--- src/design/slsd_pkg.sv ---
`timescale 1ns / 1ps
// ----------------------------------------------------------------------------
// slsd_pkg
// Shared types and constants for the sync/length/sum deframer.
// ----------------------------------------------------------------------------
package slsd_pkg;

  // Register map of the configuration port
  localparam int unsigned CfgIndexWidth = 2;
  localparam logic [CfgIndexWidth-1:0] CFG_SYNC_WORD = 2'd0;
  localparam logic [CfgIndexWidth-1:0] CFG_CAPACITY  = 2'd1;

  localparam int unsigned WordWidth  = 32;
  localparam int unsigned CapWidth   = 17;
  localparam int unsigned IndexWidth = 16;

  localparam logic [WordWidth-1:0] SYNC_RESET = 32'h0102_0304;
  localparam logic [CapWidth-1:0]  CAP_RESET  = 17'd256;

  // Reach of the word index
  localparam int unsigned IndexReach = 65536;
  localparam int unsigned MaxWordsDefault = 65536;

  // Frame phase, also the reported phase code
  typedef enum logic [2:0] {
    PH_IDLE     = 3'd0,
    PH_SIZE     = 3'd1,
    PH_PAYLOAD  = 3'd2,
    PH_CHECKSUM = 3'd3,
    PH_COMPLETE = 3'd4
  } phase_t;

  // One result item
  typedef struct packed {
    phase_t                phase_code;
    logic                  word_valid;
    logic [IndexWidth-1:0] word_index;
    logic [WordWidth-1:0]  word_data;
    logic [WordWidth-1:0]  frame_words;
  } result_t;

endpackage

--- src/design/slsd_frame_fsm.sv ---
`timescale 1ns / 1ps
// ----------------------------------------------------------------------------
// slsd_frame_fsm
// Frame phase tracker: holds configuration, phase, count, sum and length,
// and forms the result for the word presented this cycle.
// ----------------------------------------------------------------------------
module slsd_frame_fsm #(
  parameter int unsigned MAX_WORDS = slsd_pkg::MaxWordsDefault
) (
  input  logic                                 clk,
  input  logic                                 rst,
  input  logic                                 accept,
  input  logic [slsd_pkg::WordWidth-1:0]       in_word,
  input  logic                                 cfg_we,
  input  logic [slsd_pkg::CfgIndexWidth-1:0]   cfg_index,
  input  logic [slsd_pkg::WordWidth-1:0]       cfg_data,
  output slsd_pkg::result_t                    result
);
  import slsd_pkg::*;

  // Hard limit on stored words: least of MAX_WORDS and the index reach
  localparam int unsigned CapLimitInt = (MAX_WORDS < IndexReach) ? MAX_WORDS : IndexReach;
  localparam logic [CapWidth-1:0] CapLimit = CapWidth'(CapLimitInt);

  logic [WordWidth-1:0] sync_word;
  logic [CapWidth-1:0]  capacity_words;
  phase_t               phase, phase_next;
  logic [WordWidth-1:0] word_count, word_count_next;
  logic [WordWidth-1:0] running_sum, running_sum_next;
  logic [WordWidth-1:0] expected_words, expected_words_next;

  logic [CapWidth-1:0]  eff_cap;
  logic [WordWidth-1:0] count_inc;
  logic                 sync_hit;
  logic                 in_capacity;

  // Configuration registers
  always_ff @(posedge clk) begin
    if (rst) begin
      sync_word      <= SYNC_RESET;
      capacity_words <= CAP_RESET;
    end else if (cfg_we) begin
      case (cfg_index)
        CFG_SYNC_WORD: sync_word      <= cfg_data;
        CFG_CAPACITY:  capacity_words <= cfg_data[CapWidth-1:0];
        default:       ;
      endcase
    end
  end

  // Shared terms
  assign eff_cap     = (capacity_words > CapLimit) ? CapLimit : capacity_words;
  assign count_inc   = word_count + 32'd1;
  assign sync_hit    = (in_word == sync_word);
  assign in_capacity = (word_count < {{(WordWidth-CapWidth){1'b0}}, eff_cap});

  // Next state
  always_comb begin
    phase_next          = phase;
    word_count_next     = word_count;
    running_sum_next    = running_sum;
    expected_words_next = expected_words;
    case (phase)
      PH_SIZE: begin
        expected_words_next = in_word;
        phase_next          = PH_PAYLOAD;
      end
      PH_PAYLOAD: begin
        running_sum_next = running_sum + in_word;
        word_count_next  = count_inc;
        phase_next       = (count_inc >= expected_words) ? PH_CHECKSUM : PH_PAYLOAD;
      end
      PH_CHECKSUM: begin
        phase_next = (in_word == running_sum) ? PH_COMPLETE : PH_IDLE;
      end
      default: begin
        // idle and complete both hunt for sync
        if (sync_hit) begin
          word_count_next  = '0;
          running_sum_next = '0;
          phase_next       = PH_SIZE;
        end else begin
          phase_next = PH_IDLE;
        end
      end
    endcase
  end

  // Result for the current word
  always_comb begin
    result             = '0;
    result.phase_code  = phase_next;
    if (phase == PH_PAYLOAD && in_capacity) begin
      result.word_valid = 1'b1;
      result.word_index = word_count[IndexWidth-1:0];
      result.word_data  = in_word;
    end
    if (phase == PH_CHECKSUM && in_word == running_sum) begin
      result.frame_words = word_count;
    end
  end

  // State registers advance on each accepted word
  always_ff @(posedge clk) begin
    if (rst) begin
      phase          <= PH_IDLE;
      word_count     <= '0;
      running_sum    <= '0;
      expected_words <= '0;
    end else if (accept) begin
      phase          <= phase_next;
      word_count     <= word_count_next;
      running_sum    <= running_sum_next;
      expected_words <= expected_words_next;
    end
  end

`ifndef SYNTHESIS
  a_sync_starts_frame: assert property (@(posedge clk) disable iff (rst)
    accept && (phase == PH_IDLE || phase == PH_COMPLETE) && sync_hit
    |=> phase == PH_SIZE && word_count == '0 && running_sum == '0)
    else $error("sync word did not open a frame");

  a_hold_without_accept: assert property (@(posedge clk) disable iff (rst)
    !accept |=> $stable(phase) && $stable(word_count) && $stable(running_sum))
    else $error("frame state moved without an accepted word");

  a_payload_counts: assert property (@(posedge clk) disable iff (rst)
    accept && phase == PH_PAYLOAD |=> word_count == $past(word_count) + 32'd1)
    else $error("payload word not counted");
`endif

endmodule

--- src/design/sync_length_sum_deframer_core.sv ---
`timescale 1ns / 1ps
// ----------------------------------------------------------------------------
// sync_length_sum_deframer_core
// Extracts sync/length/payload/checksum frames from a 32-bit word stream.
// ----------------------------------------------------------------------------
// Channel  Dir  Handshake            Payload
// in       in   in_valid/in_ready    in_word
// out      out  out_valid/out_ready  phase_code, word_valid, word_index,
//                                    word_data, frame_words
// cfg      in   cfg_we               cfg_index, cfg_data
//
// One word per cycle unless out stalls; a result shows the cycle after accept.
// The only state loop is the phase/count/sum update, one add and compare deep.
// A single output register decouples the sides: a word is taken while the
// held result is being taken in the same cycle, or when the register is empty.
// Reset (synchronous) restores sync 0x01020304, capacity 256, phase idle.
// ----------------------------------------------------------------------------
module sync_length_sum_deframer_core #(
  parameter int unsigned MAX_WORDS = slsd_pkg::MaxWordsDefault
) (
  input  logic                                 clk,
  input  logic                                 rst,
  input  logic                                 in_valid,
  output logic                                 in_ready,
  input  logic [slsd_pkg::WordWidth-1:0]       in_word,
  output logic                                 out_valid,
  input  logic                                 out_ready,
  output logic [2:0]                           phase_code,
  output logic                                 word_valid,
  output logic [slsd_pkg::IndexWidth-1:0]      word_index,
  output logic [slsd_pkg::WordWidth-1:0]       word_data,
  output logic [slsd_pkg::WordWidth-1:0]       frame_words,
  input  logic                                 cfg_we,
  input  logic [slsd_pkg::CfgIndexWidth-1:0]   cfg_index,
  input  logic [slsd_pkg::WordWidth-1:0]       cfg_data
);
  import slsd_pkg::*;

  logic    accept;
  result_t result_next;
  result_t result;

  assign in_ready = !out_valid || out_ready;
  assign accept   = in_valid && in_ready;

  slsd_frame_fsm #(
    .MAX_WORDS (MAX_WORDS)
  ) u_fsm (
    .clk       (clk),
    .rst       (rst),
    .accept    (accept),
    .in_word   (in_word),
    .cfg_we    (cfg_we),
    .cfg_index (cfg_index),
    .cfg_data  (cfg_data),
    .result    (result_next)
  );

  // Output request register
  always_ff @(posedge clk) begin
    if (rst) begin
      out_valid <= 1'b0;
    end else if (in_ready) begin
      out_valid <= in_valid;
    end
  end

  always_ff @(posedge clk) begin
    if (accept) begin
      result <= result_next;
    end
  end

  assign phase_code  = result.phase_code;
  assign word_valid  = result.word_valid;
  assign word_index  = result.word_index;
  assign word_data   = result.word_data;
  assign frame_words = result.frame_words;

`ifndef SYNTHESIS
  a_accept_gives_result: assert property (@(posedge clk) disable iff (rst)
    accept |=> out_valid)
    else $error("accepted word produced no result");

  a_frame_only_complete: assert property (@(posedge clk) disable iff (rst)
    out_valid && phase_code != PH_COMPLETE |-> frame_words == '0)
    else $error("frame count outside complete phase");

  a_word_in_payload: assert property (@(posedge clk) disable iff (rst)
    out_valid && word_valid |-> phase_code == PH_PAYLOAD || phase_code == PH_CHECKSUM)
    else $error("stored word outside payload");
`endif

endmodule

--- config.mk ---
export PLATFORM = sky130hd
export DESIGN_NAME = sync_length_sum_deframer_core
export DESIGN_NICKNAME = d
export VERILOG_FILES = /design/src/design/slsd_pkg.sv /design/src/design/slsd_frame_fsm.sv /design/src/design/sync_length_sum_deframer_core.sv
export SDC_FILE = /design/constraint.sdc
export NUM_CORES = 1
export LEC_CHECK = 0
export ABC_AREA = 1
export BUFFER_PORTS_ARGS = -buffer_cell sky130_fd_sc_hd__buf_2
export CORE_ASPECT_RATIO = 1.2
export CORE_UTILIZATION = 40
export DETAILED_ROUTE_END_ITERATION = 10
export SLEW_MARGIN = 20
export SYNTH_ARGS = -nofsm -noshare
export SYNTH_HDL_FRONTEND = slang
export SYNTH_SLANG_ARGS = --single-unit
--- constraint.sdc ---
create_clock -name clk -period 6.3 [get_ports clk]
set_clock_uncertainty 0.1 [all_clocks]
set_input_delay 0.945 -clock clk [delete_from_list [all_inputs] [get_ports clk]]
set_output_delay 0.945 -clock clk [all_outputs]
set_load 0.005 [all_outputs]
==> out/metrics.yaml, run 1 <==
clock_network:
  clk_pin_slew_ps: 60
  cts_tree: "yes"
  hold_buffers: 0
  clock-sinks: 233
  postCtsSetupBuffers: 0
  clk_latency_ps: 550
  cts_inserted_buffers: 26
  cts_max_level: 1
  root_buffer: "clkbuf_16"
  clock_path_buffers: 3
  ctsResizeCount: 0
worst_setup_path:
  cp_data_required_time_ps: 6670
  path_buf_inv: 4
  slowest_stage: "clkinv_2"
  cp_data_arrival_time_ps: 3710
  crit_path_end_kind: "flop"
  cpMostUsedCell: "nand2_1"
  critPathTopFamily: "buffers and inverters"
  path_class: "primary input to flop"
  crit_fanout: 44
  path_cells: "buf_2 -> inv_1 -> nand2_1 -> nand2_1 -> clkinv_2 -> nand3_2 -> buf_4 -> nand2_1 -> a21oi_1"
  startpoint_type: "primary input"
  critPathMaxStageDelay_ps: 720
final_layout:
  drive_above_1_share_pct: 12.0
  area_delta_synth_final_pct: 15.9
  post-route-util_pct: 47.2
  antenna_cells: 0
  final_nets: 2092
  design_area_mm2: 0.0152
drt:
  wl_per_cell_um: 16.5
  antenna_left: 0
  drc: 0
  drt-initial-drc-count: 671
  dr.pass1.iters: 6
  drt-total-wl_um: 39100
  post_drt_via_cell_ratio: 5.05
  vias: 12000
logic_synthesis:
  ys_warn_count: 0
  ys_ff_latch: 233
  synth-edff-count: 84
  syn-cell-area_mm2: 0.0131
  netlist_top_cells_count: "nand2_1 (472), inv_1 (248), nor2_1 (210), a21oi_1 (172), dfxtp_1 (149)"
  synth_flop_cell: "dfxtp_1"
  async_reset_ff_share_pct: 0
  syn_nets: 1954
  synthCells: 1802
  syn_area_per_cell_um2: 7.28
  yosys.area.top_type: "dfxtp_1"
  synthDistinctLibCells: 41
  ys_seq_area_share_pct: 42.0
  synth_top_area_share_pct: 22.7
  synth_area_leaders: "dfxtp_1 (23%), edfxtp_1 (19%), nand2_1 (14%), ha_1 (7.6%), inv_1 (7.1%)"
  synth_most_common_cell: "nand2_1"
floorplan:
  dieWidth_um: 167
  die_area_mm2: 0.0335
  io_pins: 157
  die_y_um: 200
  initial_utilization_pct: 40.7
  coreArea_mm2: 0.0323
  std_cell_rows: 72
power:
  pwr-share-seq_pct: 44.8
  sw_frac_of_total_pct: 25.7
  p_comb_share_pct: 11.0
  p_leak_nw: 7.05
  power_frac_clock_pct: 44.2
  p_int_w: 0.00274
  p_switching_w: 0.000948
  power_density_mw_per_mm2: 243
  peakVddDrop_mv: 0.201
sta:
  min_period_over_period_pct: 52.9
  worst_pin_slew_ps: 1010
  fin_ws_ps: 2960
  hold_viol_final: 0
  relSlewSlack_pct: 32.8
  final_max_slew_viol_count: 0
  min_period_ps: 3340
  fmax_ghz: 0.300
  setup_tns_ps: 0
  setup_violations: 0
  rsz0062_at_grt: "false"
global_route:
  antenna_found_initial: 0
  grt_pass1_wl_um: 61300
  grt_max_degree: 83
  first_global_vias: 11500
  grt_usage_pct: 23.2
  gr-total-overflow: 0
placement:
  dp.final_hpwl_um: 29600
  place_congestion: 0.942
  placed_area_mm2: 0.0143
  dp_worst_setup_slack_ps: 2400
  port-buffer-count: 156
hold_path:
  hp-class: "flop to flop"
flow_run:
  drv_cap: 0
outcome:
  status: "completed"
## worst reg2reg max path, stage by stage, from the launching register on
cell and delay [ps]:
dfxtp_1 310, inv_1 70, nand4_1 110, nor4_1 260
nand4_1 130, nand2_1 350, nand2_1 100, ha_1 310
nand2_1 60, inv_1 60, nand3_1 90, nor3_1 160
nand2_1 80, nand2_1 90, nand2_1 100, nand2_4 480
nor2_1 130
## power by group through the flow
| stage | Combinational [W] | Clock, W | Sequential (W) |
|---|---|---|---|
| 6_report | 0.000405 | 0.00163 | 0.00166 |
| 3_5_place_dp | 0.000404 | 0 | 0.00169 |
| 2_1_floorplan | 0.000247 | 0 | 0.00168 |
| 3_3_place_gp | 0.000399 | 0 | 0.00169 |
| 4_1_cts | 0.000406 | 0.00166 | 0.00166 |
| 5_1_grt | 0.000455 | 0.00173 | 0.00166 |
## final cells by class
type	count	area, µm²
Fill cell	3285	17000
Sequential cell	233	5510
Clock inverter	14	181
Multi-Input combinational cell	1255	6440
Timing Repair Buffer	164	861
Inverter	260	977
Clock buffer	34	733
Tap cell	407	509
## stage by stage
stage	total power [W]	cells	hold slack (ps)
after floorplan	0.00193	1802	344
after global placement	0.00209	2318	352
after detailed placement	0.00209	2318	361
after CTS	0.00372	2366	371
after global routing	0.00384	2367	386
final	0.00369	2367	368
## path summary, 6_finish.rpt
check | from | endpoint | slack (ps) | cells after the start
setup / recovery | out_ready | u_fsm.word_count[20]$_SDFFE_PP0P_ | 2960 | 9
hold / removal | u_fsm.running_sum[4]$_SDFFE_PP0P_ | u_fsm.running_sum[4]$_SDFFE_PP0P_ | 370 | 2
setup reg to reg | u_fsm.capacity_words[15]$_SDFFE_PP0P_ | word_index[5]$_SDFFCE_PN0P_ | 3040 | 16
hold reg to reg | u_fsm.running_sum[4]$_SDFFE_PP0P_ | u_fsm.running_sum[4]$_SDFFE_PP0P_ | 370 | 2
## registers in the layout (all words and copies together) (netlist names)
name,count
word_valid,1
u_fsm.phase,3
u_fsm.running_sum,32
u_fsm.capacity_words,17
frame_words,32
phase_code,3
out_valid,1
word_index,16
u_fsm.expected_words,32
u_fsm.word_count,32
u_fsm.sync_word,32
word_data,32
## cell usage in the layout (no fill, tap or decap), types with 17 or more instances in the layout
cell type	n
a21oi_1	172
buf_2	156
clkbuf_16	28
dfxtp_1	149
edfxtp_1	84
ha_1	80
inv_1	248
nand2_1	471
nand3_1	74
nand4_1	25
nor2_1	210
nor3_1	17
o21ai_0	97
xnor2_1	28
xor2_1	20
## per-layer routing
| metal | vias to the layer above | GRT usage, % | routed length (µm) |
|---|---|---|---|
| met5 | - | 0 | 0 |
| met4 | 0 | 9.04 | 1440 |
| met3 | 76 | 2.51 | 1730 |
| met2 | 305 | 40.9 | 18900 |
| met1 | 5513 | 28.8 | 17000 |
| li1 | 6057 | - | - |
## cells by family (layout without fill, tap and decap cells)
group                    Yosys count  after routing  share of synthesized area [%]
AND/OR/NAND/NOR                  838            838                           26.5
buffers and inverters            314            472                           9.13
AO/OA/AOI/OAI                    287            287                           11.3
flip-flops                       233            233                           42.0
adder cells (fa/ha/maj)           81             81                           7.78
XOR/XNOR                          49             49                           3.33
Power figures use the tool's default switching activity.
==> run 2: changes to the inputs <==
- clock period: 6.3 -> 3 ns (I/O delays scaled with it)
==> run 2 against run 1 <==
  * First-iteration DRC count rose by 23%
  * Sequential cell count unchanged
  * Die area unchanged
  * Critical path depth rose by 7
  * Setup slack got worse by 2800 ps
  * Cell count increased by 3.0%
  * Sequential share of layout area is 1.9 points lower
  * Hold slack worse by 330 ps
  * Count of clock-buffer cells in the layout rose by 1
  * Critical path type is now flop to flop
  * Largest cell class unchanged
  * Largest power group unchanged
  * Highest routed layer unchanged
==> out/metrics.yaml, run 2 (same netlist as run 1, synthesis figures left out) <==
outcome:
  status: "completed"
drt:
  post_drt_via_cell_ratio: 5.01  # -0.79%
  dr.pass1.iters: 6  # unchanged
  drt-initial-drc-count: 828  # +23%
  antenna_left: 0  # unchanged
  wl_per_cell_um: 16.9  # +2.1%
  drc: 0  # unchanged
  drt-total-wl_um: 41100  # +5.1%
  vias: 12200  # +2.1%
placement:
  place_congestion: 0.890  # -5.6%
  port-buffer-count: 156  # unchanged
  dp.final_hpwl_um: 30700  # +3.9%
  dp_worst_setup_slack_ps: -230  # -2630 ps
hold_path:
  holdCritStartpoint: "cfg_data[24]"
  hp-class: "primary input to flop"
final_layout:
  layout_common_cells: "nand2_1 (458), inv_1 (243), nor2_1 (197), a21oi_1 (166), buf_2 (156)"
  antenna_cells: 0  # unchanged
  fillers: 3263  # -0.67%
  final_nets: 2162  # +3.3%
  area_delta_synth_final_pct: 22.9
  final_common_cell: "nand2_1"
  drive_above_1_share_pct: 18.6  # +6.5 points
worst_setup_path:
  path_buf_inv: 2  # -2
  startpoint_type: "flop"
  critPathTopFamily: "simple AND/OR/NAND/NOR gates"
  crit_start: "u_fsm.word_count[7]$_SDFFE_PP0P_"
  r2r-start: "u_fsm.word_count[7]$_SDFFE_PP0P_"
  slowest_stage: "dfxtp_2"
  path_class: "flop to flop"
  cp_data_required_time_ps: 3190  # -3480 ps
  cp_data_arrival_time_ps: 3050  # -660 ps
  cpMostUsedCell: "nand2_1"
  crit_path_end_kind: "flop"
  critPathMaxStageDelay_ps: 420  # -300 ps
  path_cells: "nand3_1 -> nor2_2 -> nand2_1 -> nor3_4 -> buf_4 -> nand3_1 -> nand2_1 -> inv_1 -> ha_1 -> a21oi_1 -> o21a_1 -> nand2_1 -> a21oi_2 -> nand3_1 -> nand2_1 -> nand2_1"
  crit_fanout: 6  # -86%
clock_network:
  cts_tree: "yes"
  clk_pin_slew_ps: 60  # about the same
  clk_latency_ps: 540  # about the same
  hold_buffers: 0  # unchanged
  clock-sinks: 233  # unchanged
  cts_inserted_buffers: 26  # unchanged
  cts_max_level: 1  # unchanged
  root_buffer: "clkbuf_16"
  clock_path_buffers: 3  # unchanged
floorplan:
  initial_utilization_pct: 40.7  # unchanged
  coreArea_mm2: 0.0323  # unchanged
  dieWidth_um: 167  # unchanged
  die_y_um: 200  # unchanged
  std_cell_rows: 72  # unchanged
  io_pins: 157  # unchanged
  die_area_mm2: 0.0335  # unchanged
global_route:
  grt_pass1_wl_um: 64000  # +4.5%
  grt_max_degree: 90  # +8.4%
  gr-total-overflow: 0  # unchanged
  antenna_found_initial: 0  # unchanged
  first_global_vias: 12100  # +5.1%
  grt_usage_pct: 24.2  # +0.97 points
power:
  p_leak_nw: 7.53  # +6.8%
  total_power_w: 0.00768  # +110%
  peakVddDrop_mv: 0.300  # +50%
  power_density_mw_per_mm2: 476  # +96%
sta:
  setup_violations: 0  # unchanged
  final_max_slew_viol_count: 0  # unchanged
  hold_viol_final: 0  # unchanged
  min_period_over_period_pct: 95.4
  worst_pin_slew_ps: 1010  # +7.38 ps
  min_period_ps: 2860
  fmax_ghz: 0.349
  fin_ws_ps: 137  # -2830 ps
  rsz0062_at_grt: "true"
  relSlewSlack_pct: 32.0  # -0.75 points
flow_run:
  drv_cap: 0  # unchanged
==> run 2: cell count changes in the layout (fill, tap and decap cells not counted), sizes merged <==
| cell | delta |
|---|---|
| buf | +66 |
| bufinv | -2 |
| clkbuf | +5 |
| clkinv | -1 |
| clkinvlp | +1 |
| inv | +1 |
==> run 2: timing repair <==
action / 4_1_cts / 5_1_grt
pin swaps: 3 / 18
resized for setup: 7 / 78
buffers inserted: 5 / 2
hold endpoints to repair: 0 / 0
setup endpoints to repair: 2 / 51
cloned: 0 / 4
==> run 2: final timing paths <==
path                            slack, ps                            endpoint  cells after the start
worst min-delay path                   40    u_fsm.sync_word[24]$_SDFFE_PP1P_                      3
worst min register to register        370  u_fsm.running_sum[21]$_SDFFE_PP0P_                      2
worst max-delay path                  140             phase_code[0]$_DFFE_PP_                     16
worst max register to register        140             phase_code[0]$_DFFE_PP_                     16
==> run 2: where the power goes <==
group / internal, W / leakage, nW / switching, W / total (W)
clock network: 0.00190 / 0.419 / 0.00136 / 0.00327
registers: 0.00341 / 2.07 / 0.0000680 / 0.00348
logic: 0.000340 / 5.04 / 0.000596 / 0.000936
==> run 2: per-stage QoR <==
stage | TNS [ps] | area [µm²] | instances | hold WS [ps] | utilization [%]
after floorplan | 0 | 13100 | 1802 | 344 | -
after global placement | -403 | 14800 | 2378 | 352 | 45.8
after detailed placement | -445 | 14800 | 2378 | 358 | 45.8
after CTS | 0 | 15700 | 2431 | 21.6 | 48.8
after global routing | -1190 | 16100 | 2437 | 46.2 | 50.0
final | 0 | 16100 | 2437 | 41.3 | 50.0
==> run 2: layer usage <==
metal	up-vias	part of all wire [%]	GRT usage, %	wire length [µm]
li1	6223	-	-	-
met1	5579	43	29.9	17600
met2	311	49	42.4	20200
met3	94	4.1	2.85	1690
met4	0	3.9	9.76	1600
met5	-	0	0	0
==> run 2: area by class of cell <==
class,instances,area (µm²),area share [%]
flip-flops and latches,233,5530,34.3
well taps,407,509,3.16
inverters,260,977,6.06
repair buffers,234,1520,9.45
multi-input cells,1255,6720,41.7
clock inverters,13,135,0.838
clock buffers,35,736,4.56
==> run 2: worst register-to-register path, stage by stage, from the launching register on <==
cell and delay (ps):
dfxtp_2 420, nand3_1 150, nor2_2 180, nand2_1 140, nor3_4 200, buf_4 170, nand3_1 90, nand2_1 100
inv_1 50, ha_1 280, a21oi_1 160, o21a_1 120, nand2_1 80, a21oi_2 130, nand3_1 110, nand2_1 90
nand2_1 50
